$ cat config.mk
export PLATFORM = sky130hd
export DESIGN_NAME = lcs_ram
export DESIGN_NICKNAME = d
export VERILOG_FILES = /design/src/rtl/lcs_ram.sv
export SDC_FILE = /design/constraint.sdc
export NUM_CORES = 1
export LEC_CHECK = 0
export ABC_AREA = 1
export BUFFER_PORTS_ARGS = -buffer_cell sky130_fd_sc_hd__buf_2
export CORE_MARGIN = 1.5
export CORE_UTILIZATION = 35
export DETAILED_ROUTE_END_ITERATION = 6
export SLEW_MARGIN = 20
export SYNTH_ARGS = -nofsm -noshare
export SYNTH_HDL_FRONTEND = slang
export SYNTH_SLANG_ARGS = --single-unit
$ cat constraint.sdc
create_clock -name clk -period 4 [get_ports clk]
set_input_delay 0.6 -clock clk [delete_from_list [all_inputs] [get_ports clk]]
set_output_delay 0.6 -clock clk [all_outputs]
set_load 0.02 [all_outputs]
$ cat src/rtl/lcs_ram.sv
// generic single-port-write ram with registered read
`timescale 1ns / 1ps
module lcs_ram #(
    parameter int WIDTH = 8,
    parameter int DEPTH = 64
) (
    input  logic                     clk,
    input  logic                     we,
    input  logic [$clog2(DEPTH)-1:0] waddr,
    input  logic [WIDTH-1:0]         wdata,
    input  logic [$clog2(DEPTH)-1:0] raddr,
    output logic [WIDTH-1:0]         rdata
);
    logic [WIDTH-1:0] mem_reg [DEPTH];

    always_ff @(posedge clk)
    begin
        if (we)
        begin
            mem_reg[waddr] <= wdata;
        end
        rdata <= mem_reg[raddr];
    end
endmodule

==> results.ini, run 1 <==
[synthesis]
seq_area_frac_synth = 0.728
syn_nets = 1827
yosys_warnings = 0
synth.cell_area_mm2 = 0.0213
synth_area_leader_cell = edfxtp_1
synth.top_cell.area_share = 0.720
ys_types = 16
syn_inst = 1805
ys_ff_latch = 520
ys_top_cells_by_area = edfxtp_1 72%, nand2_1 11%, nand3_1 10%
avgSynthCellArea_um2 = 11.8

[critical_path]
crit_fanout = 9
critPathLaunchType = input port
end_kind = flip-flop
worstSetupPathType = input port to flip-flop
cp.arrival_ps = 2510
cp.required_ps = 4220

[die]
coreArea_mm2 = 0.0604
dieArea_mm2 = 0.0625
dieHeight_um = 250
num_rows = 90
die_x_um = 250
io-pin-count = 30
initial_core_util = 0.354

[sta]
relSlewSlack = 0.242
setup_slack_ps = 1710
finalCriticalPeriod_ps = 2290
hold_violations = 0
setup_violations = 0
fin_skew_ps = 15.2
rsz0062_at_grt = no
finalMaxSlewViolations = 0
tns_ps = 0
fmax_ghz = 0.437
worstMarginPinSlew_ps = 1140
period_share = 0.572

[pwr]
powerDensity_mw_per_mm2 = 491
p_leak_uw = 0.00858
vdd_drop_max_v = 0.000264

[global_route]
grt_pass1_wl_um = 82500
grt_overflow_total = 0
track_usage = 0.175
grt_max_degree = 119
first_global_vias = 13300
antenna_found_initial = 2

[finish]
area_delta_synth_final_pct = 12.3
fin_cells = 2666
largest_reg_flops = 512
fin_area_mm2 = 0.0240
final_nets = 1863
n_antenna_cell = 0
final_cell_mix = 648 x nand2_1, 512 x edfxtp_1, 439 x nand3_1
layout_commonest_cell = nand2_1
drive_above_1_share = 0.0902

[cts]
clk_pin_slew_ps = 60
clockBufferDepth = 3
cts_root_buffer = clkbuf_16
post_cts_resized = 0
clock-sinks = 520
htree_levels = 2
post-cts-setup-buffers = 0
cts_hold_buf = 0
tritoncts = built
numCtsBuffers = 54
insertion_delay_ps = 600

[route]
viasPerCell = 5.14
dr.pass1.iters = 5
wire_per_inst_um = 20.5
totalWireLength_um = 54700
drtIter0Drc = 1446
vias = 13700
ant_nets = 0
drc = 0

[placed_design]
dpl_worst_slack_ps = 1150
dp_hpwl_um = 32300
gp_congestion = 0.866
port_buffers = 29
post-place-cells = 2567
placed_area_mm2 = 0.0222

[outcome]
status = completed

[job]
drv_cap = 0

[hold_path]
worstHoldPathType = input port to flip-flop

==> synth_stat cells <==
master,number
nand3_1,439
buf_1,10
nand4_1,9
nand2_1,648
nor4_1,8
edfxtp_1,512
nor2_1,56
clkbuf_1,15
buf_4,14
buf_8,2
buf_6,35
inv_2,1
inv_6,1
dfxtp_1,8
inv_1,10
buf_2,37
==> per-stage QoR <==
step / utilization / hold WS (ps) / power [uW]
floorplan: - / 699 / 6590
global placement: 0.368 / 793 / 6880
detailed placement: 0.368 / 794 / 6890
CTS: 0.397 / 343 / 11800
global route: 0.397 / 385 / 12100
finish: 0.397 / 380 / 11800
==> power by group <==
group	internal (uW)	total, uW	switching (uW)	leakage, uW
sequential	6030	6060	23.8	0.00467
clock	2940	4980	2040	0.000861
combinational	173	714	541	0.00304
total	9150	11800	2610	0.00858
==> routing by layer <==
metal / vias to the layer above / wire length [um] / track usage
met4: 4 / 1390 / 0.0568
met1: 6663 / 23500 / 0.241
met3: 89 / 4740 / 0.0394
li1: 6418 / - / -
met2: 530 / 25000 / 0.275
met5: - / 23 / 0
==> area by class of cell <==
| class | count | area, um^2 |
|---|---|---|
| sequential | 520 | 15500 |
| tap | 782 | 978 |
| timing repair buffer | 93 | 702 |
| clock inverter | 37 | 342 |
| multi-input combinational | 1160 | 4950 |
| clock buffer | 62 | 1400 |
| fill | 5673 | 36400 |
| inverter | 12 | 52.6 |
==> final timing paths <==
path	cells after the start	from	end	slack, ps
max	3	we	mem_reg[7][6]	1710
min	3	raddr[5]	rdata[3]	380
max reg2reg	8	mem_reg[51][1]	rdata[1]	2620
min reg2reg	8	mem_reg[20][3]	rdata[3]	800
==> kinds of logic after synthesis <==
| kind of cell | after synthesis | share of synthesized area |
|---|---|---|
| buf+inv | 125 | 0.0402 |
| flops | 520 | 0.728 |
| simple gates | 1160 | 0.232 |
==> critical path, stage by stage <==
cell,delay (ps)
buf_2,210
nand4_1,740
nor2_1,960
Note: power is estimated with default switching activity, not from simulation.
==> run 2: changes to the inputs <==
==> constraint.sdc (replaced) <==
create_clock -name clk -period 2.3 [get_ports clk]
set_input_delay 0.345 -clock clk [delete_from_list [all_inputs] [get_ports clk]]
set_output_delay 0.345 -clock clk [all_outputs]
set_load 0.02 [all_outputs]
==> run 2 against run 1 <==
- combinational power up 81%
- via count is 2.0% higher
- non-clock buffer count rose by 41
- first-iteration DRC count grew 3.6%
- critical path depth is 2 lower
- setup slack got worse by 1000 ps
- clock power rose by 61%
- critical path type is now flip-flop to output port
- critical endpoint is now rdata[2]
- highest routed layer unchanged
==> results.ini, run 2 (synthesis gave the netlist of run 1 again) <==
[outcome]
status = completed

[sta]
finalCriticalPeriod_ps = 1610
fmax_ghz = 0.623
period_share = 0.698
hold_violations = 0  ; unchanged
finalMaxSlewViolations = 0  ; unchanged
setup_violations = 0  ; unchanged
relSlewSlack = 0.592  ; +0.350
tns_ps = 0  ; unchanged
worstMarginPinSlew_ps = 611  ; -525 ps
fin_skew_ps = 19.0  ; +3.81 ps
rsz0062_at_grt = no

[cts]
tritoncts = built
post_cts_resized = 0  ; unchanged
htree_levels = 2  ; unchanged
clockBufferDepth = 3  ; unchanged
insertion_delay_ps = 600  ; about the same
numCtsBuffers = 53  ; -1.9%
cts_root_buffer = clkbuf_16
clk_pin_slew_ps = 60  ; about the same
clock-sinks = 520  ; unchanged
cts_hold_buf = 0  ; unchanged
post-cts-setup-buffers = 0  ; unchanged

[critical_path]
crit_fanout = 1  ; -8
cp.required_ps = 1960  ; -2260 ps
cp.buffers_inverters = 1  ; unchanged
cp_cell_sequence = buf_2
slowest_stage = dfxtp_1
crit_family = flip-flops
end_kind = output port
max_stage_delay_ps = 450  ; -510 ps
worstSetupPathType = flip-flop to output port
critPathLaunchType = flip-flop
cp.arrival_ps = 1260  ; -1250 ps

[die]
io-pin-count = 30  ; unchanged
dieArea_mm2 = 0.0625  ; unchanged
dieHeight_um = 250  ; unchanged
num_rows = 90  ; unchanged
coreArea_mm2 = 0.0604  ; unchanged
initial_core_util = 0.354  ; unchanged
die_x_um = 250  ; unchanged

[route]
drc = 0  ; unchanged
ant_nets = 0  ; unchanged
wire_per_inst_um = 20.2  ; -1.6%
drtIter0Drc = 1498  ; +3.6%
vias = 14000  ; +2.0%
viasPerCell = 5.18  ; +0.78%
totalWireLength_um = 54500  ; -0.42%
dr.pass1.iters = 6  ; +1

[job]
drv_cap = 0  ; unchanged

[finish]
seqCellArea_mm2 = 0.0155  ; unchanged
drive_above_1_share = 0.105  ; +0.0147
layout_commonest_cell = nand2_1
area_delta_synth_final_pct = 14.0
n_antenna_cell = 0  ; unchanged
fillCellCount = 5658  ; -0.26%
final_nets = 1903  ; +2.1%
final_cell_mix = 648 x nand2_1, 512 x edfxtp_1, 439 x nand3_1
largest_reg_flops = 512  ; unchanged
fin_cells = 2698  ; +1.2%
multi_input_area_mm2 = 0.00495  ; unchanged

[hold_path]
worstHoldPathType = input port to flip-flop

[global_route]
first_global_vias = 13400  ; +0.81%
antenna_found_initial = 2  ; unchanged
grt_pass1_wl_um = 83200  ; +0.82%
grt_max_degree = 97  ; -18%
grt_overflow_total = 0  ; unchanged
track_usage = 0.174  ; -0.000740

[placed_design]
dp_hpwl_um = 31600  ; -2.3%
port_buffers = 29  ; unchanged
gp_congestion = 0.829  ; -4.4%
post-place-cells = 2608  ; +1.6%

[pwr]
power_frac_clock = 0.404  ; -0.020
vdd_drop_max_v = 0.000485  ; +84%
p_comb_frac = 0.065  ; +0.004
p_sw_uw = 4400  ; +69%
p_int_uw = 15400  ; +69%
p_sw_frac = 0.222  ; about the same
pwr-share-seq = 0.531  ; +0.016
powerDensity_mw_per_mm2 = 816  ; +66%
p_leak_uw = 0.00879  ; +2.4%

[run 2: cell count changes in the layout (fill, tap and decap cells not counted), sizes merged]
cell | previous run | this run
buf | 92 | 133
bufinv | 7 | 3
clkbuf | 63 | 68
clkinv | 29 | 20
inv | 13 | 12
[run 2: cell type report]
type	instances	share of cell area
timing repair buffer	134	0.0502
tap	782	0.0402
multi-input combinational	1160	0.203
clock inverter	23	0.00762
sequential	520	0.639
clock buffer	67	0.0576
inverter	12	0.00216
[run 2: path summary, 6_finish.rpt]
| path | from | endpoint | slack, ps | cells after the start |
|---|---|---|---|---|
| max | rdata[2] | rdata[2] | 690 | 1 |
| min | raddr[5] | rdata[7] | 160 | 3 |
| max reg2reg | mem_reg[51][6] | rdata[6] | 990 | 8 |
| min reg2reg | mem_reg[32][5] | rdata[5] | 820 | 8 |
[run 2: per-stage QoR]
| stage | hold slack [ps] | cell area [um^2] | setup WS [ps] | total power [uW] | util |
|---|---|---|---|---|---|
| after global placement | 763 | 22700 | 257 | 12000 | 0.377 |
| after detailed placement | 764 | 22700 | 240 | 12000 | 0.377 |
| after floorplan | 444 | 21300 | 189 | 11500 | - |
| after CTS | 129 | 24300 | 685 | 20000 | 0.403 |
| final | 159 | 24300 | 694 | 19800 | 0.403 |
| after global routing | 154 | 24300 | 623 | 20400 | 0.403 |
[run 2: power groups by stage]
stage	logic, uW	clock network [uW]	registers (uW)
final	1290	8010	10500
after global routing	1410	8500	10500
after CTS	1300	8150	10500
after detailed placement	1290	0	10700
after global placement	1280	0	10700
after floorplan	737	0	10700
[run 2: layer usage]
metal,vias to the layer above,share of wire,routed length [um],global-route usage
met1,6806,0.43,23500,0.247
met2,581,0.46,24900,0.269
met3,92,0.084,4560,0.0360
met4,4,0.026,1440,0.0551
li1,6494,-,-,-
met5,-,0.00048,26,0
==> run 3: changes to the inputs <==
--- a/config.mk
+++ b/config.mk
@@ -5,7 +5,7 @@
 export SDC_FILE = /design/constraint.sdc
 export NUM_CORES = 1
 export LEC_CHECK = 0
-export ABC_AREA = 1
+export ABC_AREA = 0
 export BUFFER_PORTS_ARGS = -buffer_cell sky130_fd_sc_hd__buf_2
 export CORE_MARGIN = 1.5
 export CORE_UTILIZATION = 35
==> constraint.sdc (replaced) <==
create_clock -name clk -period 1.5 [get_ports clk]
set_input_delay 0.225 -clock clk [delete_from_list [all_inputs] [get_ports clk]]
set_output_delay 0.225 -clock clk [all_outputs]
set_load 0.02 [all_outputs]
==> run 3 against run 2 <==
- register-to-register slack got worse by 1300 ps
- critical path depth grew 4
- the run now ends with negative setup slack left
- largest cell class unchanged
- sequential power increased by 54%
==> results.ini, run 3 <==
[outcome]
status = finished with violations
violations = negative setup slack

[placed_design]
dp_hpwl_um = 32000  ; +1.3%
post-place-cells = 1866  ; -28%
port_buffers = 29  ; unchanged
gp_congestion = 0.808  ; -2.4%

[route]
vias = 10100  ; -28%
viasPerCell = 5.15  ; -0.64%
wire_per_inst_um = 24.5  ; +22%
ant_nets = 0  ; unchanged
wl_met2_um = 22800  ; -8.5%
dr.pass1.iters = 5  ; -1
drtIter0Drc = 857  ; -43%
wirelength_met1_um = 21200  ; -9.9%
highest_layer = met5
routed-wl-met3_um = 2730  ; -40%
totalWireLength_um = 48000  ; -12%
drc = 0  ; unchanged

[synthesis]
synth.top_cell.area_share = 0.762  ; +0.0419
ys_types = 40  ; +24
synthTopCellsByCount = 512 x edfxtp_1, 126 x mux4_2, 83 x nor2_1
synth_ff_type = edfxtp_1
muxShareOfSynthArea = 0.159  ; +0.159
synth-compound-area-share = 0.0207  ; +0.0207
ys_top_cells_by_area = edfxtp_1 76%, mux4_2 14%, nor2_1 1.5%
synth_top_family_by_area = multiplexers
ys_ff_latch = 520  ; unchanged
seq_area_frac_synth = 0.770  ; +0.0423
synth_area_leader_cell = edfxtp_1
synth_simple_gate_area_share = 0.0339  ; -0.198
synth_edf_count = 512  ; unchanged
synth-xor-area-share = 0  ; unchanged
yosysMostFrequentCell = edfxtp_1
async_reset_ff_frac = 0  ; unchanged
synth.cell_area_mm2 = 0.0202  ; -5.5%
syn_nets = 962  ; -47%
avgSynthCellArea_um2 = 21.5  ; +81%
synth_fa_ha_area_frac = 0  ; unchanged
syn_inst = 940  ; -48%
yosys_warnings = 0  ; unchanged

[sta]
rsz0062_at_grt = yes
setup_violations = 8  ; +8
fin_skew_ps = 10.4  ; -8.62 ps
whs_ps = 66.3  ; -92.3 ps
finalCriticalPeriod_ps = 1860
relSlewSlack = 0.484  ; -0.108
finalMaxSlewViolations = 0  ; unchanged
worstMarginPinSlew_ps = 774  ; +163 ps
period_share = 1.24
fmax_ghz = 0.539
setup_slack_ps = -357  ; -1050 ps
hold_violations = 0  ; unchanged

[cts]
clockBufferDepth = 3  ; unchanged
numCtsBuffers = 52  ; -1.9%
post-cts-setup-buffers = 0  ; unchanged
insertion_delay_ps = 600  ; about the same
htree_levels = 2  ; unchanged
clock-sinks = 520  ; unchanged
cts_hold_buf = 0  ; unchanged
clk_pin_slew_ps = 60  ; about the same
tritoncts = built
cts_root_buffer = clkbuf_16

[critical_path]
end_kind = flip-flop
cp.required_ps = 1970  ; about the same
r2r_slack_ps = -360  ; -1350 ps
rr_worst_depth = 5  ; -3
worstSetupPathType = flip-flop to flip-flop
crit_fanout = 1  ; unchanged
rr_startpoint = mem_reg[21][4]
cp.arrival_ps = 2330  ; +1070 ps
r2r_end = rdata[4]
critPathLaunchType = flip-flop

[global_route]
track_usage = 0.165  ; -0.00909
grt_pass1_wl_um = 71300  ; -14%
first_global_vias = 10700  ; -20%
grt_max_degree = 65  ; -33%
antenna_found_initial = 3  ; +1
grt_overflow_total = 0  ; unchanged

[pwr]
vdd_drop_max_v = 0.000792  ; +63%
p_leak_uw = 0.00813  ; -7.5%
powerDensity_mw_per_mm2 = 1210  ; +48%

[die]
dieArea_mm2 = 0.0591  ; -5.4%
coreArea_mm2 = 0.0567  ; -6.0%
die_x_um = 243  ; -2.8%
num_rows = 87  ; -3.3%
io-pin-count = 30  ; unchanged
initial_core_util = 0.356  ; +0.00205
dieHeight_um = 243  ; -2.8%

[finish]
largest_reg_flops = 512  ; unchanged
final_cell_mix = 512 x edfxtp_1, 130 x buf_4, 126 x mux4_2
layout_commonest_cell = edfxtp_1
n_antenna_cell = 0  ; unchanged
drive_above_1_share = 0.424  ; +0.319
fillCellCount = 4778  ; -16%
fin_cells = 1957  ; -27%
area_delta_synth_final_pct = 25.7
final_nets = 1186  ; -38%

[hold_path]
hp-start = raddr[5]
worstHoldPathType = input port to flip-flop
hold_end = rdata[2]
min_path_cells = 3  ; unchanged

[job]
drv_cap = 0  ; unchanged

## run 3: final cells by class
type	instances	area (um^2)	area share
clock inverter	27	244	0.00963
multi-input combinational	369	4840	0.191
clock buffer	64	1380	0.0543
tap	756	946	0.0373
timing repair buffer	221	2400	0.0947
sequential	520	15500	0.613
## run 3: cells by family (layout without fill, tap and decap cells)
family | Yosys count | after routing
multiplexers | 162 | 162
AND/OR/NAND/NOR | 153 | 153
buffers and inverters | 51 | 312
flip-flops | 520 | 520
AO/OA/AOI/OAI | 54 | 54
## run 3: per-layer routing
| metal | vias to the layer above | global-route usage |
|---|---|---|
| li1 | 4388 | - |
| met1 | 5335 | 0.226 |
| met2 | 263 | 0.265 |
| met3 | 83 | 0.0357 |
| met4 | 4 | 0.0515 |
| met5 | - | 0 |
## run 3: metrics by stage
stage | TNS, ps | instance area [um^2] | setup WS (ps) | util | total power [uW]
3_5_place_dp | -42430 | 23600 | -912 | 0.416 | 18400
4_1_cts | -2630 | 25300 | -373 | 0.446 | 30900
2_1_floorplan | -26890 | 20700 | -273 | - | 17400
5_1_grt | -2870 | 25300 | -411 | 0.447 | 31500
6_report | -2550 | 25300 | -357 | 0.447 | 30600
3_3_place_gp | -42440 | 23600 | -886 | 0.416 | 18400
## run 3: where the power goes
group	switching, uW	leakage, uW	internal, uW
sequential	73.1	0.00467	16100
clock	5340	0.000785	7180
combinational	1110	0.00267	852
## run 3: how the worst max path moves through the flow
stage	startpoint	end	depth (start not counted)
3_3_place_gp	raddr[0]	rdata[4]	7
6_report	mem_reg[21][4]	rdata[4]	5
5_1_grt	mem_reg[21][4]	rdata[4]	5
3_5_place_dp	raddr[0]	rdata[4]	7
4_1_cts	mem_reg[11][2]	rdata[2]	5
2_1_floorplan	raddr[0]	rdata[7]	7
## run 3: worst max-delay path, stage by stage (launching register included)
cell,delay [ps]
edfxtp_1,360
mux4_2,490
mux2_2,280
o221a_4,270
nor3_4,210
o32ai_2,120
## run 3: timing repair
action | 4_1_cts | 5_1_grt
endpoints found under the setup margin | 12 | 9
gates resized for setup | 21 | 6
pin swaps | 3 | 3
cloned | 0 | 0
