[src/rtl/lcs_pkg.sv]
// shared types and constants for the lcs traceback core
`timescale 1ns / 1ps
package lcs_pkg;
    typedef enum logic [1:0] {
        CMD_APPEND_A = 2'd0,
        CMD_APPEND_B = 2'd1,
        CMD_COMPUTE  = 2'd2,
        CMD_NONE     = 2'd3
    } cmd_t;

    typedef enum logic [1:0] {
        DIR_MATCH = 2'd0,
        DIR_LEFT  = 2'd1,
        DIR_UP    = 2'd2,
        DIR_NONE  = 2'd3
    } dir_t;

    typedef enum logic [2:0] {
        ST_IDLE,
        ST_FILL,
        ST_TRACE,
        ST_TWAIT,
        ST_EMIT
    } state_t;
endpackage

[src/rtl/lcs_cell.sv]
// one column cell: holds a length and a symbol of the second string
`timescale 1ns / 1ps
module lcs_cell #(
    parameter int LW = 7
) (
    input  logic          clk,
    input  logic          rst_n,
    input  logic          clear,
    input  logic          load,
    input  logic [7:0]    load_sym,
    input  logic          step,
    input  logic          active,
    input  logic [7:0]    a_sym,
    input  logic [LW-1:0] left_len,
    input  logic [LW-1:0] diag_len,
    output logic [LW-1:0] len,
    output lcs_pkg::dir_t dir
);
    logic [LW-1:0] len_reg;
    logic [LW-1:0] len_next;
    logic [7:0]    sym_reg;

    always_comb
    begin
        len_next = len_reg;
        dir      = lcs_pkg::DIR_LEFT;
        if (a_sym == sym_reg)
        begin
            dir      = lcs_pkg::DIR_MATCH;
            len_next = diag_len + LW'(1);
        end
        else if (left_len >= len_reg)
        begin
            len_next = left_len;
        end
        else
        begin
            dir = lcs_pkg::DIR_UP;
        end
    end

    always_ff @(posedge clk or negedge rst_n)
    begin
        if (!rst_n)
        begin
            len_reg <= '0;
        end
        else if (clear)
        begin
            len_reg <= '0;
        end
        else if (step && active)
        begin
            len_reg <= len_next;
        end
    end

    always_ff @(posedge clk)
    begin
        if (load)
        begin
            sym_reg <= load_sym;
        end
    end

    assign len = len_reg;
endmodule

[config.mk]
export PLATFORM = sky130hd
export DESIGN_NAME = lcs_cell
export DESIGN_NICKNAME = d
export VERILOG_FILES = /design/src/rtl/lcs_pkg.sv /design/src/rtl/lcs_cell.sv
export SDC_FILE = /design/constraint.sdc
export NUM_CORES = 1
export LEC_CHECK = 0
export BUFFER_PORTS_ARGS = -buffer_cell sky130_fd_sc_hd__buf_2
export CAP_MARGIN = 10
export CORE_MARGIN = 4
export CORE_UTILIZATION = 42
export CTS_CLUSTER_SIZE = 40
export DETAILED_ROUTE_END_ITERATION = 10
export PLACE_DENSITY = 0.83
export SLEW_MARGIN = 20
export SYNTH_ARGS = -nofsm -noshare
export SYNTH_HDL_FRONTEND = slang
export SYNTH_SLANG_ARGS = --single-unit
[constraint.sdc]
create_clock -name clk -period 1.85 [get_ports clk]
set_clock_uncertainty 0.1 [all_clocks]
set_input_delay 0 -clock clk [delete_from_list [all_inputs] [get_ports clk]]
set_output_delay 0 -clock clk [all_outputs]
set_load 0.01 [all_outputs]
==> flow_metrics.env, run 1 <==
export IMPL_status="finished, violations left"
export IMPL_violations="negative setup slack"
export IMPL_firstDrtPassIters=5
export IMPL_power_leakage_nw=0.7608
export IMPL_viasPerCell=5.308
export IMPL_ios=45
export IMPL_cts_sinks=15
export IMPL_cts_buffers_inserted=3
export IMPL_critPathKind="reg2reg"
export IMPL_ys_ff_latch=15
export IMPL_coreArea_um2=2276
export IMPL_hold_ws_ns=0.03117
export IMPL_drv_cap=0
export IMPL_netlist_top_cell_by_area="edfxtp_1"
export IMPL_final_max_slew_viol_count=0
export IMPL_finalSetupTns_ns=-0.1234
export IMPL_min_period_over_period_pct=102.3
export IMPL_setup_viol=8
export IMPL_antenna_left=0
export IMPL_cts_root_buf="clkbuf_4"
export IMPL_n_antenna_cell=0
export IMPL_place_hpwl_um=2114
export IMPL_cts_htree_levels=1
export IMPL_portBuffers=44
export IMPL_wl_per_cell_um=15.11
export IMPL_post_route_drc_count=0
export IMPL_dpl_cell_area_um2=1301
export IMPL_antenna_found_initial=0
export IMPL_clock_path_buffers=2
export IMPL_wl_um=3188
export IMPL_fp_row_count=17
export IMPL_power_total_mw=0.9767
export IMPL_synth_area_per_cell_um2=9.795
export IMPL_min_period_ns=1.893
export IMPL_synth_top_area_share_pct=23.36
export IMPL_grt_max_degree=9
export IMPL_finalHoldViolations=0
export IMPL_fin_nets=228
export IMPL_initial_utilization_pct=45.19
export IMPL_cp_arrival_ns=2.01
export IMPL_grt_overflow=0
export IMPL_setup_ws_ns=-0.04311
export IMPL_utilization_pct=77.35
export IMPL_num_vias=1120
export IMPL_gp_congestion=0.8613
export IMPL_ys_types=26
export IMPL_clkLatencyLatePin_ns=0.28
export IMPL_yosys_top_cells_area="edfxtp_1 (23%), dfrtp_1 (17%), xnor2_1 (11%)"
export IMPL_track_usage_pct=18.62
export IMPL_syn_nets=149
export IMPL_reg2regPathDepth=7
export IMPL_min_path_cells=4
export IMPL_cts_clk_slew_worst_paths_ns=0.09
export IMPL_path_max_fanout=7
export IMPL_relSlewSlack_pct=78.28
export IMPL_area_growth_pct=71.17
export IMPL_netlist_area_um2=1028
export IMPL_hp_class="in2reg"
export IMPL_critPathLaunchType="flop"
export IMPL_die_h_um=57.49
export IMPL_max_freq_ghz=0.5282
export IMPL_synthCells=105
export IMPL_final_cells=211
export IMPL_power_density_nw_per_um2=554.8
export IMPL_grt_pass1_wl_um=4774
export IMPL_grt_pass1_vias=1135
export IMPL_die_w_um=57.49
export IMPL_worst_pin_slew_ns=0.3247
export IMPL_irDropWorstVdd_mv=0.5087
export IMPL_die_area_um2=3305
export IMPL_rsz0062_at_grt="yes"
export IMPL_largest_register_ffs=8
export IMPL_cts_tree="yes"
export IMPL_required_ns=1.96
export IMPL_cp_end_kind="flop"
export IMPL_dp_slack_ns=0.09332
export IMPL_drtIter0Drc=22
export IMPL_numPlacedInstances=178
export IMPL_drive_gt1_share_pct=52.46
export IMPL_stdcell_area_um2=1760
export IMPL_ys_seq_area_share_pct=40.39
export IMPL_ys_warn_count=0
==> critical path: stages (launching register included) <==
cell and delay, ns:
dfrtp_1 0.40, inv_2 0.07, ha_4 0.28, and4_4 0.24, a21oi_4 0.07, buf_4 0.14
a211o_4 0.37, o21ai_1 0.14
==> power by group <==
| part | total, mW | leakage, nW | internal [mW] | switching [mW] |
|---|---|---|---|---|
| logic | 0.391 | 0.572 | 0.214 | 0.178 |
| clock network | 0.185 | 0.0150 | 0.0838 | 0.101 |
| registers | 0.400 | 0.174 | 0.381 | 0.0187 |
| total | 0.977 | 0.761 | 0.679 | 0.298 |
==> cells in the mapped netlist <==
master    count
ha_1          8
o21ai_1       7
edfxtp_1      8
buf_6         1
buf_1         2
dfrtp_1       7
inv_1         8
nand4_2       1
and3_1        1
nand3_1       4
o21a_1        2
a211o_1       1
xnor2_1      13
a21oi_1       5
and2_1        2
and4_1        1
nand2_1       4
a41oi_1       7
nand4_1       2
o21ai_0       3
or2_1         1
nor3_1        8
nor2_1        4
mux2i_1       3
buf_2         1
nor2b_1       1
==> kinds of logic (layout without fill, tap and decap cells) <==
family | after synthesis | count (layout) | share of synthesized area [%]
adders and majority gates | 8 | 8 | 9.733
AOI/OAI and AO/OA | 25 | 25 | 15.57
and+or+nand+nor | 29 | 29 | 15.09
buffers and inverters | 12 | 90 | 5.231
muxes | 3 | 3 | 2.920
xor gates and xnor gates | 13 | 13 | 11.07
DFF | 15 | 15 | 40.39
==> worst paths after layout <==
path	to	startpoint	slack [ns]
worst min-delay path	len[1]$_DFFE_PN0P_	diag_len[1]	0.03
worst min register to register	len[0]$_DFFE_PN0P_	len[0]$_DFFE_PN0P_	0.51
min in group asynchronous	len[3]$_DFFE_PN0P_	rst_n	0.58
worst max-delay path	len[1]$_DFFE_PN0P_	len[5]$_DFFE_PN0P_	-0.04
max in group asynchronous	len[1]$_DFFE_PN0P_	rst_n	0.83
worst max register to register	len[1]$_DFFE_PN0P_	len[5]$_DFFE_PN0P_	-0.04
==> metal layers <==
| metal | global-route usage (%) | routed length (um) |
|---|---|---|
| met1 | 20.80 | 1253 |
| met2 | 34.19 | 1618 |
| met3 | 2.941 | 208 |
| met4 | 8.278 | 107 |
| met5 | 0 | 0 |
==> placed cells by master (no fill, tap or decap), types with 4 or more instances in the layout <==
cell / n
buf_2: 43
dlygate4sd3_1: 18
buf_4: 15
xnor2_1: 11
nor3_1: 8
edfxtp_1: 8
o21ai_2: 7
dfrtp_1: 7
inv_2: 6
a41oi_1: 5
ha_4: 5
nor2_1: 4
==> final cells by class <==
type / instances / area (um^2)
multi-input combinational: 78 / 723.2
timing repair buffer: 78 / 530.5
fill: 158 / 515.5
sequential: 15 / 415.4
tap: 28 / 35.03
inverter: 8 / 30.03
clock buffer: 4 / 26.28
==> what timing repair did <==
action | 4_1_cts | 5_1_grt
hold buffers | 18 | 0
hold endpoints to repair | 29 | 0
resized for setup | 5 | 30
setup buffers | 6 | 5
pin swaps | 2 | 16
endpoints found under the setup margin | 2 | 9
No activity file was read; power rests on OpenSTA's default activity.
==> inputs of run 2 (changes only) <==
- CORE_UTILIZATION: 42 -> 45
- CTS_CLUSTER_SIZE: 40 -> default
- PLACE_DENSITY: 0.83 -> 0.85
- clock period: 1.85 -> 1.9 ns (I/O delays scaled with it)
==> run 2 against run 1 <==
  * Wire length up 0.22%
  * Final area down 3.8%
  * Non-clock buffer count up 2
  * Critical endpoint is now dir[1]
  * The flow now finishes without violations
  * Global-route usage up 1.5 points
  * Register-to-register slack better by 0.08 ns
  * Highest routed layer unchanged
  * Combinational power down 9.0%
  * First-iteration DRC count up 95%
==> flow_metrics.env, run 2 (synthesized netlist as in run 1, its figures left out) <==
export IMPL_status="finished, final reports clean"
export IMPL_cts_buffers_inserted=3
export IMPL_relSlewSlack_pct=74.84
export IMPL_clock_path_buffers=2
export IMPL_antenna_found_initial=0
export IMPL_final_cells=213
export IMPL_ios=45
export IMPL_cp_end_kind="output pin"
export IMPL_final_common_cell="buf_2"
export IMPL_area_growth_pct=64.60
export IMPL_finalHoldViolations=0
export IMPL_clkLatencyLatePin_ns=0.28
export IMPL_setup_ws_ns=0.006204
export IMPL_mostFrequentLayoutCells="buf_2 (43), dlygate4sd3_1 (19), buf_4 (16)"
export IMPL_rsz0062_at_grt="yes"
export IMPL_critPathLaunchType="flop"
export IMPL_viasPerCell=5.362
export IMPL_worst_pin_slew_ns=0.3761
export IMPL_critPathKind="reg2out"
export IMPL_drive_gt1_share_pct=43.78
export IMPL_place_hpwl_um=2091
export IMPL_grt_pass1_wl_um=5078
export IMPL_portBuffers=44
export IMPL_post_route_drc_count=0
export IMPL_grt_max_degree=10
export IMPL_cp_arrival_ns=1.79
export IMPL_wl_per_cell_um=15.00
export IMPL_antenna_left=0
export IMPL_fill_cells=150
export IMPL_dp_slack_ns=0.09144
export IMPL_dpl_cell_area_um2=1294
export IMPL_cts_htree_levels=1
export IMPL_utilization_pct=77.27
export IMPL_power_leakage_nw=0.7444
export IMPL_gp_congestion=0.8044
export IMPL_irDropWorstVdd_mv=0.5691
export IMPL_fin_nets=230
export IMPL_path_cells="inv_2, ha_4, a21oi_2, o21ai_2, a21oi_2, buf_6, and2_4, buf_6"
export IMPL_power_density_nw_per_um2=545.5
export IMPL_path_max_fanout=6
export IMPL_fp_row_count=17
export IMPL_cts_root_buf="clkbuf_4"
export IMPL_drv_cap=0
export IMPL_cts_sinks=15
export IMPL_setup_viol=0
export IMPL_coreArea_um2=2191
export IMPL_required_ns=1.80
export IMPL_worst_path_largest_cell_delay_ns=0.42
export IMPL_grt_pass1_vias=1200
export IMPL_die_h_um=55.81
export IMPL_largest_register_ffs=8
export IMPL_wl_um=3195
export IMPL_die_area_um2=3114
export IMPL_hp_class="in2reg"
export IMPL_max_freq_ghz=0.5280
export IMPL_min_period_over_period_pct=99.67
export IMPL_stdcell_area_um2=1693
export IMPL_initial_utilization_pct=46.94
export IMPL_n_antenna_cell=0
export IMPL_track_usage_pct=20.17
export IMPL_critPathSlowestCell="dfrtp_1"
export IMPL_num_vias=1142
export IMPL_numPlacedInstances=177
export IMPL_cts_tree="yes"
export IMPL_min_period_ns=1.894
export IMPL_cts_clk_slew_worst_paths_ns=0.08
export IMPL_die_w_um=55.81
export IMPL_firstDrtPassIters=4
export IMPL_drtIter0Drc=43
export IMPL_final_max_slew_viol_count=0
export IMPL_grt_overflow=0
## run 2: cell count changes in the layout (fill, tap and decap cells not counted), sizes merged
cell and change:
buf +1, dlygate4sd3 +1
## run 2: cell type report
class / instances / area, um^2 / area share (%)
repair buffers: 80 / 548.0 / 32.37
multi-input cells: 78 / 638.1 / 37.69
clock buffers: 4 / 26.28 / 1.552
inverters: 8 / 30.03 / 1.774
well taps: 28 / 35.03 / 2.069
flip-flops and latches: 15 / 415.4 / 24.54
## run 2: metal layers
metal	global-route usage, %	vias to the layer above	routed length [um]
met5	0	-	0
met2	35.81	54	1590
met3	6.497	13	230
met4	7.639	0	87
met1	22.14	527	1286
li1	-	548	-
## run 2: what timing repair did
action	in CTS	in global routing
gates resized for setup	3	15
endpoints found under the hold margin	30	0
pin swaps	1	5
gates cloned	0	0
hold buffers	19	0
endpoints found under the setup margin	2	9
buffers inserted	5	8
## run 2: power breakdown
group	leakage [nW]	internal (mW)	total [mW]	switching, mW
clock network	0.0150	0.0816	0.180	0.0987
logic	0.556	0.196	0.356	0.160
registers	0.174	0.371	0.387	0.0161
## run 2: final timing paths
| kind | start | cells after the start | endpoint | slack [ns] |
|---|---|---|---|---|
| setup / recovery | len[2]$_DFFE_PN0P_ | 8 | dir[1] | 0.006 |
| hold / removal | left_len[6] | 4 | len[6]$_DFFE_PN0P_ | 0.02 |
| setup reg to reg | len[2]$_DFFE_PN0P_ | 8 | len[2]$_DFFE_PN0P_ | 0.04 |
| hold reg to reg | len[3]$_DFFE_PN0P_ | 2 | len[3]$_DFFE_PN0P_ | 0.52 |
| max in group asynchronous | rst_n | 3 | len[3]$_DFFE_PN0P_ | 0.84 |
| min in group asynchronous | rst_n | 3 | len[0]$_DFFE_PN0P_ | 0.59 |
## run 2: metrics by stage
| step | hold slack [ns] | setup TNS, ns | total power [mW] |
|---|---|---|---|
| 2_1_floorplan | -0.3956 | 0 | 0.5181 |
| 3_3_place_gp | -0.2633 | 0 | 0.6111 |
| 3_5_place_dp | -0.2601 | 0 | 0.6234 |
| 4_1_cts | 0.01168 | 0 | 0.8633 |
| 5_1_grt | 0.04829 | -0.2586 | 0.9854 |
| 6_report | 0.02451 | 0 | 0.9235 |
## run 2: critical path: cells and delay by family, from the launching register on
| family | cells | cell delay (ns) |
|---|---|---|
| and+or+nand+nor | 1 | 0.14 |
| adders and majority gates | 1 | 0.21 |
| AOI/OAI and AO/OA | 3 | 0.41 |
| DFF | 1 | 0.42 |
| buffers and inverters | 3 | 0.34 |
==> inputs of run 3 (changes only) <==
- CORE_UTILIZATION: 45 -> 42
- PLACE_DENSITY: 0.85 -> 0.83
- clock period: 1.9 -> 1.7 ns (I/O delays scaled with it)
==> run 3 against run 2 <==
  * The flow now finishes with violations (negative setup slack)
  * Flip-flop and latch count stayed put
  * First-iteration DRC count fell by 7.0%
  * Sequential power increased by 11%
  * Final cell count fell by 2.3%
  * Critical path type is now reg2reg
==> flow_metrics.env, run 3 (synthesized netlist as in run 1, its figures left out) <==
export IMPL_status="finished, violations left"
export IMPL_violations="negative setup slack"
export IMPL_worst_path_largest_cell_delay_ns=0.39
export IMPL_critPathKind="reg2reg"
export IMPL_r2r_start="len[1]$_DFFE_PN0P_"
export IMPL_path_max_fanout=7
export IMPL_min_period_ns=1.888
export IMPL_hold_ws_ns=0.02191
export IMPL_fill_cells=159
export IMPL_cp_end_kind="flop"
export IMPL_r2r_setup_slack_ns=-0.19
export IMPL_die_h_um=57.49
export IMPL_drtIter0Drc=40
export IMPL_cp_common_cell="o21ai_2"
export IMPL_firstDrtPassIters=4
export IMPL_viasPerCell=5.365
export IMPL_fp_row_count=17
export IMPL_die_w_um=57.49
export IMPL_crit_buf_inv=2
export IMPL_largest_register_ffs=8
export IMPL_critical_path_top_delay_family="compound AO/OA/AOI/OAI gates"
export IMPL_hold_start="diag_len[6]"
export IMPL_clock_path_buffers=2
export IMPL_place_hpwl_um=2268
export IMPL_mostFrequentLayoutCells="buf_2 (43), dlygate4sd3_1 (16), xnor2_1 (13), buf_4 (13)"
export IMPL_path_cells="inv_2, ha_1, nand2_1, o21ai_2, a21oi_4, buf_4, a211o_4, o21ai_2"
export IMPL_required_ns=1.82
export IMPL_drive_gt1_share_pct=49.44
export IMPL_grt_max_degree=14
export IMPL_worst_pin_slew_ns=0.3695
export IMPL_hp_class="in2reg"
export IMPL_min_period_over_period_pct=111.0
export IMPL_power_density_nw_per_um2=619.4
export IMPL_ios=45
export IMPL_cts_clk_slew_worst_paths_ns=0.09
export IMPL_dp_slack_ns=-0.07063
export IMPL_portBuffers=44
export IMPL_fin_nets=225
export IMPL_clkLatencyLatePin_ns=0.29
export IMPL_setup_ws_ns=-0.1877
export IMPL_finalSetupTns_ns=-1.547
export IMPL_cts_buffers_inserted=3
export IMPL_die_area_um2=3305
export IMPL_initial_utilization_pct=45.19
export IMPL_rsz0062_at_grt="yes"
export IMPL_min_path_cells=4
export IMPL_max_freq_ghz=0.5297
export IMPL_num_vias=1116
export IMPL_n_antenna_cell=0
export IMPL_dpl_cell_area_um2=1364
export IMPL_drv_cap=0
export IMPL_critPathSlowestCell="dfrtp_1"
export IMPL_irDropWorstVdd_mv=0.5207
export IMPL_post_route_drc_count=0
export IMPL_hold_end="len[6]$_DFFE_PN0P_"
export IMPL_critPathLaunchType="flop"
export IMPL_area_growth_pct=65.82
export IMPL_finalHoldViolations=0
export IMPL_gp_congestion=0.8209
export IMPL_final_max_slew_viol_count=0
export IMPL_track_usage_pct=20.02
export IMPL_antenna_found_initial=0
export IMPL_timing_rr_end="len[5]$_DFFE_PN0P_"
export IMPL_setup_viol=9
export IMPL_relSlewSlack_pct=75.28
export IMPL_stdcell_area_um2=1705
export IMPL_final_common_cell="buf_2"
export IMPL_cts_tree="yes"
export IMPL_cts_root_buf="clkbuf_4"
export IMPL_wl_um=3179
export IMPL_cts_sinks=15
export IMPL_cp_arrival_ns=2.01
export IMPL_grt_pass1_wl_um=5161
export IMPL_power_leakage_nw=0.7419
export IMPL_cts_htree_levels=1
export IMPL_grt_overflow=0
export IMPL_wl_per_cell_um=15.28
export IMPL_reg2regPathDepth=8
export IMPL_coreArea_um2=2276
export IMPL_antenna_left=0
export IMPL_grt_pass1_vias=1136
[run 3: where the power goes]
group / switching [mW] / leakage (nW) / internal, mW
clock: 0.122 / 0.0150 / 0.0913
combinational: 0.190 / 0.553 / 0.222
sequential: 0.0161 / 0.174 / 0.415
[run 3: worst max path at each step]
stage | from | to | slack [ns] | cells after the start
after CTS | len[6]$_DFFE_PN0P_ | len[3]$_DFFE_PN0P_ | -0.12 | 7
final | len[1]$_DFFE_PN0P_ | len[5]$_DFFE_PN0P_ | -0.19 | 8
after detailed placement | len[3]$_DFFE_PN0P_ | len[3]$_DFFE_PN0P_ | -0.07 | 6
after global routing | len[1]$_DFFE_PN0P_ | len[1]$_DFFE_PN0P_ | -0.22 | 8
after floorplan | sym_reg[2]$_DFFE_PP_ | len[0]$_DFFE_PN0P_ | -0.007 | 6
after global placement | len[6]$_DFFE_PN0P_ | len[2]$_DFFE_PN0P_ | -0.03 | 7
[run 3: final cells by class]
class / count / area, um^2 / share of cell area, %
multi-input cells: 78 / 691.9 / 40.57
clock buffers: 4 / 26.28 / 1.541
repair buffers: 75 / 506.7 / 29.71
flip-flops and latches: 15 / 415.4 / 24.36
inverters: 8 / 30.03 / 1.761
well taps: 28 / 35.03 / 2.054
[run 3: metal layers]
metal / track usage [%] / vias up / part of all wire (%)
met2: 34.52 / 74 / 50
li1: - / 537 / -
met3: 6.561 / 7 / 12
met1: 23.99 / 498 / 37
met5: 0 / - / 0
met4: 4.636 / 0 / 1.5
[run 3: stage by stage]
step / cells / util (%) / power (mW)
detailed placement: 181 / 59.92 / 0.7355
finish: 208 / 74.93 / 1.056
global route: 208 / 74.93 / 1.119
CTS: 207 / 73.67 / 1.030
global placement: 181 / 59.92 / 0.7203
floorplan: 105 / - / 0.5967
[run 3: repair_timing]
item | in CTS | in global routing
setup buffers | 6 | 1
hold buffers | 16 | 0
endpoints found under the setup margin | 9 | 9
hold endpoints to repair | 28 | 0
pin swaps | 5 | 4
gates resized for setup | 19 | 4
[run 3: tightest hold or removal path, cell delays in order]
cell and delay, ns:
buf_2 0.08, xnor2_1 0.11, o21a_1 0.12, o21ai_2 0.06
